## src/sv/shpc_pkg.sv

```systemverilog
// Shared types, constants and the coil pattern table of the stepper homing controller.
package shpc_pkg;

   localparam int PATTERN_LENGTH = 8;
   localparam int IDX_BITS       = $clog2(PATTERN_LENGTH);
   localparam int COUNT_BITS     = 16;
   localparam int WIDE_BITS      = COUNT_BITS + 3;

   localparam int AMOUNT_BITS    = 10;
   localparam int PERIOD_BITS    = 16;
   localparam int CSR_DATA_BITS  = 16;

   localparam int TARGET_MIN     = 10;
   localparam int TARGET_MAX     = 370;
   localparam int ANGLE_LIMIT    = 90;
   localparam int ANGLE_CENTER   = 92;
   localparam int ANGLE_OFFSET   = 2 * ANGLE_CENTER;
   localparam int PERIOD_RESET   = 5000;

   typedef enum logic [1:0] {
      ACT_TICK     = 2'd0,
      ACT_HOME     = 2'd1,
      ACT_MOVE_TO  = 2'd2,
      ACT_MOVE_BY  = 2'd3
   } action_type;

   typedef enum logic {
      CSR_STEP_PERIOD = 1'b0,
      CSR_FULL_STEP   = 1'b1
   } csr_index_type;

   typedef logic [COUNT_BITS-1:0] count_type;
   typedef logic [IDX_BITS-1:0]   index_type;

   // Half-step coil sequence, upper nibble of the original port.
   function automatic logic [3:0] coil_pattern(input index_type idx);
      logic [3:0] pat;
      unique case (idx)
         3'd0: pat = 4'b1000;
         3'd1: pat = 4'b1010;
         3'd2: pat = 4'b0010;
         3'd3: pat = 4'b0110;
         3'd4: pat = 4'b0100;
         3'd5: pat = 4'b0101;
         3'd6: pat = 4'b0001;
         3'd7: pat = 4'b1001;
         default: pat = 4'b0000;
      endcase
      return pat;
   endfunction

endpackage

```

## src/sv/stepper_homing_position_controller_top.sv

```systemverilog
// Stepper homing and position controller: input register, step logic, result register.
//
// Each req item is a timer tick or a command (home, move to angle, move by degrees) and
// yields exactly one rsp item with the coil pattern, status flags, position count and
// angle after that item. An item is taken every cycle when the result side keeps up; it
// is held in the input register, processed there by compare and add logic against the
// motor state, and written into the result register once that register is empty or its
// stall is low. A full result register that is stalled holds one more item in the input
// register before req_stall rises. The csr port sets the step period (ticks between
// motor steps, 0 acts as 1) and half or full stepping; write it only while no item is
// in flight.
module stepper_homing_position_controller_top (
   input  logic                                    clock,
   input  logic                                    reset,
   input  logic                                    req_valid,
   output logic                                    req_stall,
   input  logic [1:0]                              req_action,
   input  logic signed [shpc_pkg::AMOUNT_BITS-1:0] req_amount,
   input  logic                                    req_ccw_limit,
   input  logic                                    req_cw_limit,
   output logic                                    rsp_valid,
   input  logic                                    rsp_stall,
   output logic [3:0]                              rsp_coils,
   output logic                                    rsp_moving,
   output logic                                    rsp_homing_active,
   output logic                                    rsp_homed,
   output logic                                    rsp_limit_fault,
   output logic signed [15:0]                      rsp_position_ticks,
   output logic signed [15:0]                      rsp_angle_now,
   input  logic                                    csr_write_enable,
   input  logic                                    csr_index,
   input  logic [shpc_pkg::CSR_DATA_BITS-1:0]      csr_write_data
);

   typedef enum logic [2:0] {
      PH_IDLE     = 3'd0,
      PH_HOME_CW  = 3'd1,
      PH_HOME_CCW = 3'd2,
      PH_CENTER   = 3'd3,
      PH_MOVE     = 3'd4
   } phase_type;

   localparam int CB = shpc_pkg::COUNT_BITS;
   localparam int WB = shpc_pkg::WIDE_BITS;
   localparam int IB = shpc_pkg::IDX_BITS;
   localparam int PB = shpc_pkg::PERIOD_BITS;

   // configuration
   logic [PB-1:0] step_period_ff;
   logic          full_step_ff;

   // input register
   logic                                    s1_valid_ff, s1_valid_in;
   shpc_pkg::action_type                    s1_action_ff;
   logic signed [shpc_pkg::AMOUNT_BITS-1:0] s1_amount_ff;
   logic                                    s1_ccw_ff, s1_cw_ff;

   // motor state
   shpc_pkg::index_type step_index_ff, step_index_in;
   shpc_pkg::index_type index_step_ff, index_step_in;
   shpc_pkg::count_type step_count_ff, step_count_in;
   shpc_pkg::count_type span_count_ff, span_count_in;
   shpc_pkg::count_type target_count_ff, target_count_in;
   logic [PB-1:0]       period_timer_ff, period_timer_in;
   logic                turning_ccw_ff, turning_ccw_in;
   logic                homed_ff, homed_in;
   logic                fault_ff, fault_in;
   logic [3:0]          coil_ff, coil_in;
   phase_type           phase_ff, phase_in;

   // result register
   logic               rsp_valid_ff, rsp_valid_in;
   logic [3:0]         rsp_coils_ff;
   logic               rsp_moving_ff, rsp_homing_ff, rsp_homed_ff, rsp_fault_ff;
   logic signed [15:0] rsp_pos_ff, rsp_angle_ff;

   logic req_accept, advance;

   // step logic signals
   logic                    homing_now, homing_next, period_due;
   logic [IB-1:0]           stride;
   logic signed [WB-1:0]    count_wide, amount_wide, target_raw, target_clamp;
   logic                    angle_ok;
   logic signed [31:0]      count32, half32, angle32;

   assign advance    = s1_valid_ff & (~rsp_valid_ff | ~rsp_stall);
   assign req_stall  = s1_valid_ff & ~advance;
   assign req_accept = req_valid & ~req_stall;
   assign s1_valid_in  = req_accept | (s1_valid_ff & ~advance);
   assign rsp_valid_in = advance | (rsp_valid_ff & rsp_stall);

   assign stride     = full_step_ff ? IB'(2) : IB'(1);
   assign homing_now = (phase_ff == PH_HOME_CW) || (phase_ff == PH_HOME_CCW) ||
                       (phase_ff == PH_CENTER);
   assign period_due = ({1'b0, period_timer_ff} + (PB+1)'(1)) >= {1'b0, step_period_ff};

   assign count_wide  = WB'(signed'(step_count_ff));
   assign amount_wide = WB'(s1_amount_ff);
   assign angle_ok    = (amount_wide >= -WB'(shpc_pkg::ANGLE_LIMIT)) &&
                        (amount_wide <= WB'(shpc_pkg::ANGLE_LIMIT));
   assign target_raw  = (s1_action_ff == shpc_pkg::ACT_MOVE_TO) ?
                        WB'(shpc_pkg::ANGLE_OFFSET) - (amount_wide <<< 1) :
                        count_wide - (amount_wide <<< 1);

   always_comb begin
      if (target_raw > WB'(shpc_pkg::TARGET_MAX)) begin
         target_clamp = WB'(shpc_pkg::TARGET_MAX);
      end else if (target_raw < WB'(shpc_pkg::TARGET_MIN)) begin
         target_clamp = WB'(shpc_pkg::TARGET_MIN);
      end else begin
         target_clamp = target_raw;
      end
   end

   always_comb begin
      step_index_in   = step_index_ff;
      index_step_in   = index_step_ff;
      step_count_in   = step_count_ff;
      span_count_in   = span_count_ff;
      target_count_in = target_count_ff;
      period_timer_in = period_timer_ff;
      turning_ccw_in  = turning_ccw_ff;
      homed_in        = homed_ff;
      fault_in        = fault_ff;
      coil_in         = coil_ff;
      phase_in        = phase_ff;

      unique case (s1_action_ff)
         shpc_pkg::ACT_TICK: begin
            if (phase_ff != PH_IDLE) begin
               if (!period_due) begin
                  period_timer_in = period_timer_ff + PB'(1);
               end else begin
                  period_timer_in = '0;
                  unique case (phase_ff)
                     PH_HOME_CW: begin
                        if (s1_cw_ff) begin
                           // reverse and start measuring the span
                           turning_ccw_in = 1'b1;
                           index_step_in  = IB'(0) - stride;
                           phase_in       = PH_HOME_CCW;
                        end else begin
                           coil_in       = shpc_pkg::coil_pattern(step_index_ff);
                           step_index_in = step_index_ff + index_step_ff;
                           step_count_in = turning_ccw_ff ? step_count_ff - CB'(1) :
                                                            step_count_ff + CB'(1);
                        end
                     end
                     PH_HOME_CCW: begin
                        span_count_in = span_count_ff + CB'(1);
                        if (s1_ccw_ff) begin
                           step_count_in  = '0;
                           turning_ccw_in = 1'b0;
                           index_step_in  = stride;
                           phase_in       = PH_CENTER;
                           if (span_count_in[CB-1:1] == '0) begin
                              phase_in = PH_IDLE;
                              homed_in = 1'b1;
                           end
                        end else begin
                           coil_in       = shpc_pkg::coil_pattern(step_index_ff);
                           step_index_in = step_index_ff + index_step_ff;
                           step_count_in = turning_ccw_ff ? step_count_ff - CB'(1) :
                                                            step_count_ff + CB'(1);
                        end
                     end
                     PH_CENTER: begin
                        coil_in       = shpc_pkg::coil_pattern(step_index_ff);
                        step_index_in = step_index_ff + index_step_ff;
                        step_count_in = turning_ccw_ff ? step_count_ff - CB'(1) :
                                                         step_count_ff + CB'(1);
                        if (step_count_in == {1'b0, span_count_ff[CB-1:1]}) begin
                           phase_in = PH_IDLE;
                           homed_in = 1'b1;
                        end
                     end
                     PH_MOVE: begin
                        if (s1_ccw_ff || s1_cw_ff) begin
                           // abort on any switch and latch the fault
                           fault_in = 1'b1;
                           phase_in = PH_IDLE;
                        end else begin
                           coil_in       = shpc_pkg::coil_pattern(step_index_ff);
                           step_index_in = step_index_ff + index_step_ff;
                           step_count_in = turning_ccw_ff ? step_count_ff - CB'(1) :
                                                            step_count_ff + CB'(1);
                           if (step_count_in == target_count_ff) begin
                              phase_in = PH_IDLE;
                           end
                        end
                     end
                     default: begin
                        phase_in = PH_IDLE;
                     end
                  endcase
               end
            end
         end
         shpc_pkg::ACT_HOME: begin
            phase_in        = PH_HOME_CW;
            turning_ccw_in  = 1'b0;
            index_step_in   = stride;
            span_count_in   = '0;
            homed_in        = 1'b0;
            fault_in        = 1'b0;
            period_timer_in = '0;
         end
         shpc_pkg::ACT_MOVE_TO, shpc_pkg::ACT_MOVE_BY: begin
            if (!homing_now && !fault_ff &&
                (s1_action_ff == shpc_pkg::ACT_MOVE_BY || angle_ok)) begin
               target_count_in = target_clamp[CB-1:0];
               period_timer_in = '0;
               if (target_clamp == count_wide) begin
                  phase_in = PH_IDLE;
               end else begin
                  turning_ccw_in = target_clamp < count_wide;
                  index_step_in  = (target_clamp < count_wide) ? IB'(0) - stride : stride;
                  phase_in       = PH_MOVE;
               end
            end
         end
         default: begin
            phase_in = phase_ff;
         end
      endcase
   end

   assign homing_next = (phase_in == PH_HOME_CW) || (phase_in == PH_HOME_CCW) ||
                        (phase_in == PH_CENTER);
   assign count32 = 32'(signed'(step_count_in));
   // divide by two, truncating toward zero
   assign half32  = (count32 + {31'd0, count32[31]}) >>> 1;
   assign angle32 = 32'(shpc_pkg::ANGLE_CENTER) - half32;

   always_ff @(posedge clock) begin
      if (reset) begin
         step_period_ff  <= PB'(shpc_pkg::PERIOD_RESET);
         full_step_ff    <= 1'b0;
         s1_valid_ff     <= 1'b0;
         rsp_valid_ff    <= 1'b0;
         step_index_ff   <= '0;
         index_step_ff   <= IB'(1);
         step_count_ff   <= '0;
         span_count_ff   <= '0;
         target_count_ff <= '0;
         period_timer_ff <= '0;
         turning_ccw_ff  <= 1'b0;
         homed_ff        <= 1'b0;
         fault_ff        <= 1'b0;
         coil_ff         <= '0;
         phase_ff        <= PH_IDLE;
      end else begin
         if (csr_write_enable) begin
            unique case (shpc_pkg::csr_index_type'(csr_index))
               shpc_pkg::CSR_STEP_PERIOD: step_period_ff <= csr_write_data[PB-1:0];
               shpc_pkg::CSR_FULL_STEP:   full_step_ff   <= csr_write_data[0];
               default:                   full_step_ff   <= full_step_ff;
            endcase
         end
         s1_valid_ff  <= s1_valid_in;
         rsp_valid_ff <= rsp_valid_in;
         if (advance) begin
            step_index_ff   <= step_index_in;
            index_step_ff   <= index_step_in;
            step_count_ff   <= step_count_in;
            span_count_ff   <= span_count_in;
            target_count_ff <= target_count_in;
            period_timer_ff <= period_timer_in;
            turning_ccw_ff  <= turning_ccw_in;
            homed_ff        <= homed_in;
            fault_ff        <= fault_in;
            coil_ff         <= coil_in;
            phase_ff        <= phase_in;
         end
      end
   end

   always_ff @(posedge clock) begin
      if (req_accept) begin
         s1_action_ff <= shpc_pkg::action_type'(req_action);
         s1_amount_ff <= req_amount;
         s1_ccw_ff    <= req_ccw_limit;
         s1_cw_ff     <= req_cw_limit;
      end
      if (advance) begin
         rsp_coils_ff  <= coil_in;
         rsp_moving_ff <= phase_in != PH_IDLE;
         rsp_homing_ff <= homing_next;
         rsp_homed_ff  <= homed_in;
         rsp_fault_ff  <= fault_in;
         rsp_pos_ff    <= count32[15:0];
         rsp_angle_ff  <= angle32[15:0];
      end
   end

   assign rsp_valid          = rsp_valid_ff;
   assign rsp_coils          = rsp_coils_ff;
   assign rsp_moving         = rsp_moving_ff;
   assign rsp_homing_active  = rsp_homing_ff;
   assign rsp_homed          = rsp_homed_ff;
   assign rsp_limit_fault    = rsp_fault_ff;
   assign rsp_position_ticks = rsp_pos_ff;
   assign rsp_angle_now      = rsp_angle_ff;

endmodule
```

## config.mk

```make
export PLATFORM = sky130hd
export DESIGN_NAME = stepper_homing_position_controller_top
export DESIGN_NICKNAME = d
export VERILOG_FILES = /design/src/sv/shpc_pkg.sv /design/src/sv/stepper_homing_position_controller_top.sv
export SDC_FILE = /design/constraint.sdc
export NUM_CORES = 1
export LEC_CHECK = 0
export ABC_AREA = 0
export BUFFER_PORTS_ARGS = -buffer_cell sky130_fd_sc_hd__buf_2
export CORE_UTILIZATION = 67
export CTS_CLUSTER_SIZE = 20
export DETAILED_ROUTE_END_ITERATION = 8
export GPL_ROUTABILITY_DRIVEN = 0
export PLACE_DENSITY = 0.87
export SLEW_MARGIN = 20
export SYNTH_ARGS = -nofsm -noshare
export SYNTH_HDL_FRONTEND = slang
export SYNTH_SLANG_ARGS = --single-unit
```

## constraint.sdc

```tcl
create_clock -name clock -period 9.8 [get_ports clock]
set_clock_uncertainty 0.05 [all_clocks]
set_input_delay 0.98 -clock clock [delete_from_list [all_inputs] [get_ports clock]]
set_output_delay 0.98 -clock clock [all_outputs]
set_load 0.1 [all_outputs]
```

# Word-level counts from Yosys, hierarchy flattened
# Memories as Yosys holds them, arrays and structs flattened. A register that Yosys moved wholly into a read port is not among the register bits.
# Cells that the tools add are included.
dict set report classes {
  n_addsub 11
  mul 0
  n_div 0
  magnitude_cmp 6
  n_eq_ne 24
  shift 0
  mux 80
  bitwise_logic 12
  reduce_logical 25
}
# op n
set op_table {}
lappend op_table {{$mux 16} 13}
lappend op_table {{$mux 3} 27}
lappend op_table {{$pmux 16 s4} 1}
lappend op_table {{$mux 19} 3}
lappend op_table {{$add 16x1->16 const B} 3}
lappend op_table {{$pmux 16 s3} 1}
lappend op_table {{$pmux 16 s2} 1}
lappend op_table {{$mux 4} 6}
lappend op_table {{$pmux 3 s4} 2}
lappend op_table {{$eq 19x16->1} 1}
lappend op_table {{$gt 19x10->1 const B} 1}
lappend op_table {{$lt 19x16->1} 1}
lappend op_table {{$lt 19x5->1 const B} 1}
lappend op_table {{$pmux 3 s3} 2}
lappend op_table {{$add 16x1->17 const B} 1}
lappend op_table {{$add 16x2->17} 1}
lappend op_table {{$ge 17x16->1} 1}
lappend op_table {{$sub 16x11->17} 1}
lappend op_table {{$eq 16x15->1} 1}
lappend op_table {{$eq 16x16->1} 1}
lappend op_table {{$ne 2x2->1 const B} 8}
lappend op_table {{$pmux 4 s4} 1}
lappend op_table {{$reduce_and 8->1} 2}
lappend op_table {{$sub 16x1->16 const B} 1}
lappend op_table {{other kinds (32)} 77}
dict set report word_totals {
  register_bits 153
  latch_bits 0
  ramBits 0
  mem_bits_ro 128
  in_bits 36
  n_memories 4
}
# memory depth width read_ports rd_ports_with_merged_regs wr line_no
set memory_table {}
lappend memory_table {{(no name shown)} 8 4 1 1 0 shpc_pkg.sv:38} ;# unique case (idx)
lappend memory_table {{(no name shown)} 8 4 1 1 0 shpc_pkg.sv:38}
lappend memory_table {{(no name shown)} 8 4 1 1 0 shpc_pkg.sv:38}
lappend memory_table {{(no name shown)} 8 4 1 1 0 shpc_pkg.sv:38}

# Logic depth before layout (Yosys ltp)
# Gate-level depths: netlist of run 1.
dict set report logic_depth {
  depth_word 12
  ltp_mapped 30
}

# Worst setup path after synthesis of run 1
# No wires, ideal clock.
dict set report synth_path {
  path_type {register to register}
  start {register step_count_ff[1]}
  end {register index_step_ff[1]}
  setup_time_ps 91
  arrival_ps 5977
  slack_ps 3682
  stages_incl_launch_ff 31
  path_cell_list {dfxtp_1 -> inv_1 -> ha_1 -> inv_1 -> fa_1 -> a21o_1 -> a21oi_1 -> o21bai_1 -> a21o_1 -> a41o_1 -> a21o_1 -> a311oi_1 -> mux2i_1 -> nor4_2 -> and2_1 -> ha_1 -> a21oi_1 -> a21oi_1 -> buf_2 -> nor2_1 -> ha_1 -> o21a_1 -> o21a_1 -> o21a_1 -> o21a_1 -> o21a_1 -> o21bai_1 -> a21oi_1 -> o311ai_0 -> a31oi_1 -> a311oi_1}
}
dict set report synth_between {
  elab_chain_cells 10
  elab_cells_between_ends 14
  cone_classes {1 x add/sub; 3 x order compare; 2 x eq/ne; 7 x mux; 1 x reduce/logical}
}
# element line_no
set synth_rtl {}
lappend synth_rtl {{start: declaration} stepper_homing_position_controller_top.sv:61} ;# shpc_pkg::count_type step_count_ff, step_count_in;
lappend synth_rtl {{start signal: assignment} stepper_homing_position_controller_top.sv:265} ;# step_count_ff <= step_count_in;
lappend synth_rtl {{$sub 16x11->17 (*)} stepper_homing_position_controller_top.sv:103} ;# count_wide - (amount_wide <<< 1);
lappend synth_rtl {{$mux 19 (*)} stepper_homing_position_controller_top.sv:101} ;# assign target_raw = (s1_action_ff == shpc_pkg::ACT_MOVE_TO) ?
lappend synth_rtl {{$lt 19x5->1} stepper_homing_position_controller_top.sv:108} ;# end else if (target_raw < WB'(shpc_pkg::TARGET_MIN)) begin
lappend synth_rtl {{$mux 19} stepper_homing_position_controller_top.sv:108}
lappend synth_rtl {{$mux 19 (*)} stepper_homing_position_controller_top.sv:106} ;# if (target_raw > WB'(shpc_pkg::TARGET_MAX)) begin
lappend synth_rtl {{named net target_clamp[2]} stepper_homing_position_controller_top.sv:82} ;# logic signed [WB-1:0] count_wide, amount_wide, target_raw, target_clamp;
lappend synth_rtl {{$lt 19x16->1} stepper_homing_position_controller_top.sv:217} ;# index_step_in = (target_clamp < count_wide) ? IB'(0) - stride : stride;
lappend synth_rtl {{$mux 3} stepper_homing_position_controller_top.sv:217}
lappend synth_rtl {{$mux 3} stepper_homing_position_controller_top.sv:213} ;# if (target_clamp == count_wide) begin
lappend synth_rtl {{$mux 3} stepper_homing_position_controller_top.sv:209} ;# if (!homing_now && !fault_ff &&
lappend synth_rtl {{$pmux 3 s3} stepper_homing_position_controller_top.sv:128} ;# unique case (s1_action_ff)
lappend synth_rtl {{end signal: assignment} stepper_homing_position_controller_top.sv:264} ;# index_step_ff <= index_step_in;
lappend synth_rtl {{end: declaration} stepper_homing_position_controller_top.sv:60} ;# shpc_pkg::index_type index_step_ff, index_step_in;
# Mark *: on every way through the listed nets, which the timed path passes. The rest lies on a longest branch. The select of a mux whose other input is x is not followed.
# A chain may end at the register's enable or synchronous reset.

# Worst setup path after layout of run 1
# Ends and elaborated chain as after synthesis.

==> results of run 1 <==
[layer usage]
layer	routed length [µm]	GRT usage (%)	part of all wire (%)	up-vias
met3	2037	5.371	7.3	107
li1	-	-	-	4830
met1	11050	40.87	40	4677
met4	1463	19.27	5.2	0
met2	13330	57.54	48	476
met5	0	0	0	-
[through the flow]
stage	utilization [%]	instances	area, µm²
final	75.49	1567	12080
after global routing	75.49	1567	12080
after CTS	75.45	1567	12070
after detailed placement	71.76	1535	11480
after global placement	71.76	1535	11480
after floorplan	-	1298	11040
[path summary, 6_finish.rpt]
path	endpoint	slack [ns]	cells past startpoint
setup / recovery	index_step_ff[1]$_SDFFE_PP0P_	2.61	31
hold / removal	step_period_ff[5]$_SDFFE_PP0P_	0.40	2
hold reg to reg	step_period_ff[5]$_SDFFE_PP0P_	0.40	2
setup reg to reg	index_step_ff[1]$_SDFFE_PP0P_	2.61	31
[state kept, by name, summed over array words and instances (netlist names), 2 cells and up, named ones only]
name,cells
target_count_ff,16
step_period_ff,16
phase_ff,3
s1_action_ff,2
step_index_ff,3
rsp_angle_now,16
rsp_coils,4
coil_ff,4
s1_amount_ff,10
step_count_ff,16
span_count_ff,16
index_step_ff,3
period_timer_ff,16
rsp_position_ticks,16
[layout make-up]
cell class,count,area share (%)
clock buffer,22,4.278
clock inverter,10,0.6111
inverter,70,2.175
multi-input combinational,1010,56.78
sequential,156,30.33
tap,216,2.237
timing repair buffer,83,3.584
[power by group through the flow]
| stage | registers (W) | logic [W] | clock network, W |
|---|---|---|---|
| 5_1_grt | 0.000724 | 0.000429 | 0.000679 |
| 6_report | 0.000721 | 0.000397 | 0.000652 |
| 3_3_place_gp | 0.000733 | 0.000378 | 0 |
| 2_1_floorplan | 0.000792 | 0.000247 | 0 |
| 4_1_cts | 0.000720 | 0.000391 | 0.000653 |
| 3_5_place_dp | 0.000734 | 0.000387 | 0 |
[synth_stat cells (9+ instances only)]
library cell  number
nand4_1           16
o21a_1            17
nor2_1           147
or3_1             15
and3_1            20
nor3_1            31
buf_2              9
clkbuf_1          49
ha_1              70
nor4_1            11
nand2b_1          19
nand3b_1           9
inv_1             68
a21o_1            27
nand2_1          108
o21ai_0           58
nor3b_1           12
xor2_1            21
a211oi_1          28
nor2b_1           20
nand3_1           39
a31oi_1           18
xnor2_1           55
edfxtp_1          54
dfxtp_1          102
a21oi_1          100
[critical path, delay by kind of cell (launching register included)]
kind	cells	cell delay, ns
AOI/OAI and AO/OA	18	3.69
adders and majority gates	4	1.20
and+or+nand+nor	5	1.20
buffers and inverters	3	0.45
DFF	1	0.34
muxes	1	0.16
[kinds of logic (layout without fill, tap and decap cells)]
family / after synthesis / count (layout) / synth area share, %
compound gates: 349 / 349 / 22.09
xor+xnor: 86 / 86 / 7.957
fa+ha+maj: 73 / 73 / 8.479
buf+inv: 132 / 185 / 4.727
flops: 156 / 156 / 33.19
mux: 10 / 10 / 0.9408
simple gates: 492 / 492 / 22.61
==> out/metrics.cfg, run 1 <==
[global_route]
antenna_found_initial=0
grt_overflow=0
grt_pass1_vias=9126
grt_usage_pct=33.88
grt_max_degree=89
grt_pass1_wl_mm=44.84

[die]
die-area_um2=16990
pin_count=78
core-area_um2=16000
die_y_um=130.4
fp-row-count=46
fp.dieW_um=130.4
start_util_pct=68.99

[synthesis]
ys_async_sr_fraction_pct=0
synthFlopType=dfxtp_1
synthTopCellsByArea=dfxtp_1 18%, edfxtp_1 15%, ha_1 7.9%
ys_ff_latch=156
yosysWarnings=0
syn-num-nets=1407
yosys.area.top_type=dfxtp_1
synthDominantCellAreaShare_pct=18.50
synth_edf_count=54
synth.distinct_cells=98
netlist_area_um2=11040
seq_area_frac_synth_pct=33.19
syn_avg_cell_area_um2=8.504
synthCells=1298

[power]
ir_drop_v=0.0001419
powerDensity_nw_per_um2=146.5
switching_share_pct=31.73
p_seq_share_pct=40.7
netSwitchingPower_w=0.0005616
p_comb_share_pct=22.4
internal_power_w=0.001208
clockPowerShare_pct=36.8
total_power_w=0.001770
p_leak_nw=4.922

[critical_path]
start_kind=flip-flop
worst_ep_arrival_time_ns=7.47
crit_type=reg2reg
crit_start=step_count_ff[1]$_SDFFE_PP0P_
path_common_cell=o21a_1
crit_required_ns=10.08
max_stage_delay_ns=0.52
slowest_stage=o311ai_0
path_max_fanout=18
reg2reg_from=step_count_ff[1]$_SDFFE_PP0P_
end_kind=flip-flop

[clocking]
clk_transition_reported_paths_ns=0.07
clock-root-buffer=clkbuf_16
clock_sinks=156
clock_path_buffers=2
clk_latency_ns=0.43
cts_tree=yes
cts_made_buffers=17
cts_hold_buffers=0
ctsResizeCount=0
post_cts_buffers=0
htreeDepth=4

[timing]
fin_tns_setup_ns=0
drv_slew=0
rsz0062_at_grt=false
maxSlewHeadroom_pct=33.09
layout_setup_ws_ns=2.614
hold_viol=0
period_share_pct=73.32
worstMarginPinSlew_ns=0.9959
holdWs_ns=0.4049
max_freq_mhz=139.2
finalCriticalPeriod_ns=7.186
setup_viol=0

[hold_path]
hold_class=reg2reg
hold_start=step_period_ff[5]$_SDFFE_PP0P_

[detailed_routing]
post-route-drc-count=0
drt-initial-drc-count=862
first_pass_iters=7
vias_per_cell=6.439
wl_per_cell_um=17.79
vias=10090
wl_mm=27.88
ant_nets=0

[layout]
drive_above_1_share_pct=12.58
final_cell_mix=146 x nor2_1, 108 x nand2_1, 102 x dfxtp_1
fin_nets=1447
n_fill_cell=1124
areaGrowthSynthToFinish_pct=9.431
final_common_cell=nor2_1
n_antenna_cell=0
multi_input_area_um2=6859
seq_area_um2=3664

[outcome]
status=complete, no violations

[flow_run]
cap_violations=0

[placement]
hpwl_mm=20.14
post-place-ws_ns=2.790
io_buffers=77

(Power assumes the default switching activity.)
==> inputs of run 2 (changes only) <==
CORE_UTILIZATION = 56   (was 67)
PLACE_DENSITY = 0.78   (was 0.87)
clock period = 6.6 ns   (was 9.8 ns; I/O delays follow)
==> run 2 against run 1 <==
Effect of this change:
- critical endpoint is now index_step_ff[2]$_SDFFE_PP0P_
- total power up 50%
- sequential power increased by 48%
- clock power is 52% higher
- combinational power rose by 52%
- die area up 19%
- cell count up 3.8%
- count of clock-buffer cells in the layout fell by 4
- sequential share of layout area shrank 0.47 points
- sequential cell count unchanged
- largest cell class unchanged
- final area grew 1.6%
==> out/metrics.cfg, run 2 (synthesis results as in run 1) <==
[outcome]
status=complete, no violations

[critical_path]
crit_type=reg2reg
worst_ep_arrival_time_ns=6.64  ; -0.83 ns
end_kind=flip-flop
reg2reg_to=index_step_ff[2]$_SDFFE_PP0P_
reg2reg_from=step_count_ff[1]$_SDFFE_PP0P_
slowest_stage=fa_1
path_common_cell=o21a_1
path_max_fanout=9  ; -9
crit_required_ns=6.89  ; -3.19 ns
r2r_slack_ns=0.26  ; -2.36 ns
max_stage_delay_ns=0.39  ; -0.13 ns
worstRegToRegCells=30  ; -3.2%
start_kind=flip-flop

[layout]
areaGrowthSynthToFinish_pct=11.17
stdcell_area_um2=12270  ; +1.6%
fin_nets=1463  ; +1.1%
n_antenna_cell=0  ; unchanged
drive_above_1_share_pct=13.75  ; +1.2 points
final_cell_mix=146 x nor2_1, 108 x nand2_1, 102 x dfxtp_1
final_common_cell=nor2_1

[timing]
finalCriticalPeriod_ns=6.345  ; -0.8407 ns
fin_tns_setup_ns=0  ; unchanged
setup_viol=0  ; unchanged
drv_slew=0  ; unchanged
maxSlewHeadroom_pct=29.62  ; -3.5 points
period_share_pct=96.13  ; +23 points
worstMarginPinSlew_ns=1.056  ; +0.05972 ns
hold_viol=0  ; unchanged
max_freq_mhz=157.6  ; +13%

[flow_run]
cap_violations=0  ; unchanged

[clocking]
cts_tree=yes
clock_path_buffers=2  ; unchanged
htreeDepth=4  ; unchanged
clock_sinks=156  ; unchanged
clk_latency_ns=0.44  ; about the same
cts_made_buffers=17  ; unchanged
clk_transition_reported_paths_ns=0.07  ; about the same
clock-root-buffer=clkbuf_16
cts_hold_buffers=0  ; unchanged

[hold_path]
hold_class=in2reg
hold_depth=1  ; -1
hold-path-endpoint=s1_amount_ff[0]$_DFFE_PP_
hold_start=req_amount[0]

[die]
fp-row-count=50  ; +8.7%
die_y_um=142.4  ; +9.2%
pin_count=78  ; unchanged
core-area_um2=19020  ; +19%
die-area_um2=20280  ; +19%
start_util_pct=58.04  ; -11 points
fp.dieW_um=142.4  ; +9.2%

[detailed_routing]
post-route-drc-count=0  ; unchanged
drt-initial-drc-count=977  ; +13%
ant_nets=0  ; unchanged
vias=9915  ; -1.7%
first_pass_iters=6  ; -1
wl_per_cell_um=17.07  ; -4.1%
wl_mm=27.78  ; -0.38%
vias_per_cell=6.094  ; -5.4%

[global_route]
grt_overflow=0  ; unchanged
grt_pass1_wl_mm=44.82  ; about the same
grt_usage_pct=28.11  ; -5.8 points
grt_pass1_vias=9059  ; -0.73%
grt_max_degree=74  ; -17%
antenna_found_initial=0  ; unchanged

[placement]
io_buffers=77  ; unchanged
place_area_um2=11640  ; +1.4%
hpwl_mm=20.36  ; +1.1%

[power]
p_leak_nw=4.991  ; +1.4%
ir_drop_v=0.0001861  ; +31%
powerDensity_nw_per_um2=216.9  ; +48%

[run 2: cell types whose count changed in the layout (fill, tap and decap cells not counted), sizes merged]
cell      change
inv           +3
bufinv        +2
clkinv        -2
clkbuf        -4
clkinvlp      +1
buf          +16
[run 2: where the power goes]
part | switching (W) | internal [W] | leakage, nW | total (W)
clock network | 0.000427 | 0.000565 | 0.282 | 0.000992
logic | 0.000398 | 0.000207 | 3.37 | 0.000605
registers | 0.0000296 | 0.00104 | 1.34 | 0.00107
total | 0.000855 | 0.00181 | 4.99 | 0.00266
[run 2: worst max-delay path: cells and delay by family, from the launching register on]
family,cells,cell delay [ns]
DFF,1,0.34
and+or+nand+nor,6,1.20
buffers and inverters,2,0.17
adders and majority gates,4,1.18
AOI/OAI and AO/OA,18,3.30
[run 2: how the worst max path moves through the flow]
stage	startpoint	endpoint	slack, ns
floorplan	step_count_ff[1]$_SDFFE_PP0P_	index_step_ff[1]$_SDFFE_PP0P_	0.48
global placement	step_count_ff[1]$_SDFFE_PP0P_	index_step_ff[1]$_SDFFE_PP0P_	0.45
detailed placement	step_count_ff[1]$_SDFFE_PP0P_	index_step_ff[1]$_SDFFE_PP0P_	0.13
CTS	step_count_ff[1]$_SDFFE_PP0P_	index_step_ff[1]$_SDFFE_PP0P_	0.05
global route	step_count_ff[1]$_SDFFE_PP0P_	index_step_ff[2]$_SDFFE_PP0P_	-0.1
finish	step_count_ff[1]$_SDFFE_PP0P_	index_step_ff[2]$_SDFFE_PP0P_	0.26
[run 2: routing by layer]
layer | vias up | track usage [%] | wire [µm]
met5 | - | 0 | 0
met4 | 0 | 14.15 | 1150
met3 | 80 | 4.744 | 1730
met2 | 356 | 46.34 | 12960
met1 | 4636 | 35.46 | 11940
li1 | 4843 | - | -
[run 2: final cells by class]
| type | instances | area, µm² |
|---|---|---|
| Clock buffer | 18 | 429.2 |
| Clock inverter | 14 | 156.4 |
| Fill cell | 1660 | 6748 |
| Inverter | 70 | 262.8 |
| Multi-Input combinational cell | 1010 | 6880 |
| Sequential cell | 156 | 3664 |
| Tap cell | 260 | 325.3 |
| Timing Repair Buffer | 99 | 553.0 |
[run 2: per-stage QoR]
stage,instances,hold WS (ns),total power (W),setup WS (ns),util [%]
final,1627,0.3434,0.002662,0.2551,64.52
after global routing,1627,0.3316,0.002761,-0.09836,64.52
after CTS,1625,0.3365,0.002652,0.04811,64.30
after detailed placement,1593,0.3987,0.001671,0.1253,61.22
after global placement,1593,0.3939,0.001659,0.4503,61.22
after floorplan,1298,0.3863,0.001543,0.4820,-
[run 2: what timing repair did]
item | CTS | global route
hold endpoints to repair | 0 | 0
endpoints found under the setup margin | 0 | 3
buffers inserted | 0 | 2
gates resized for setup | 0 | 7
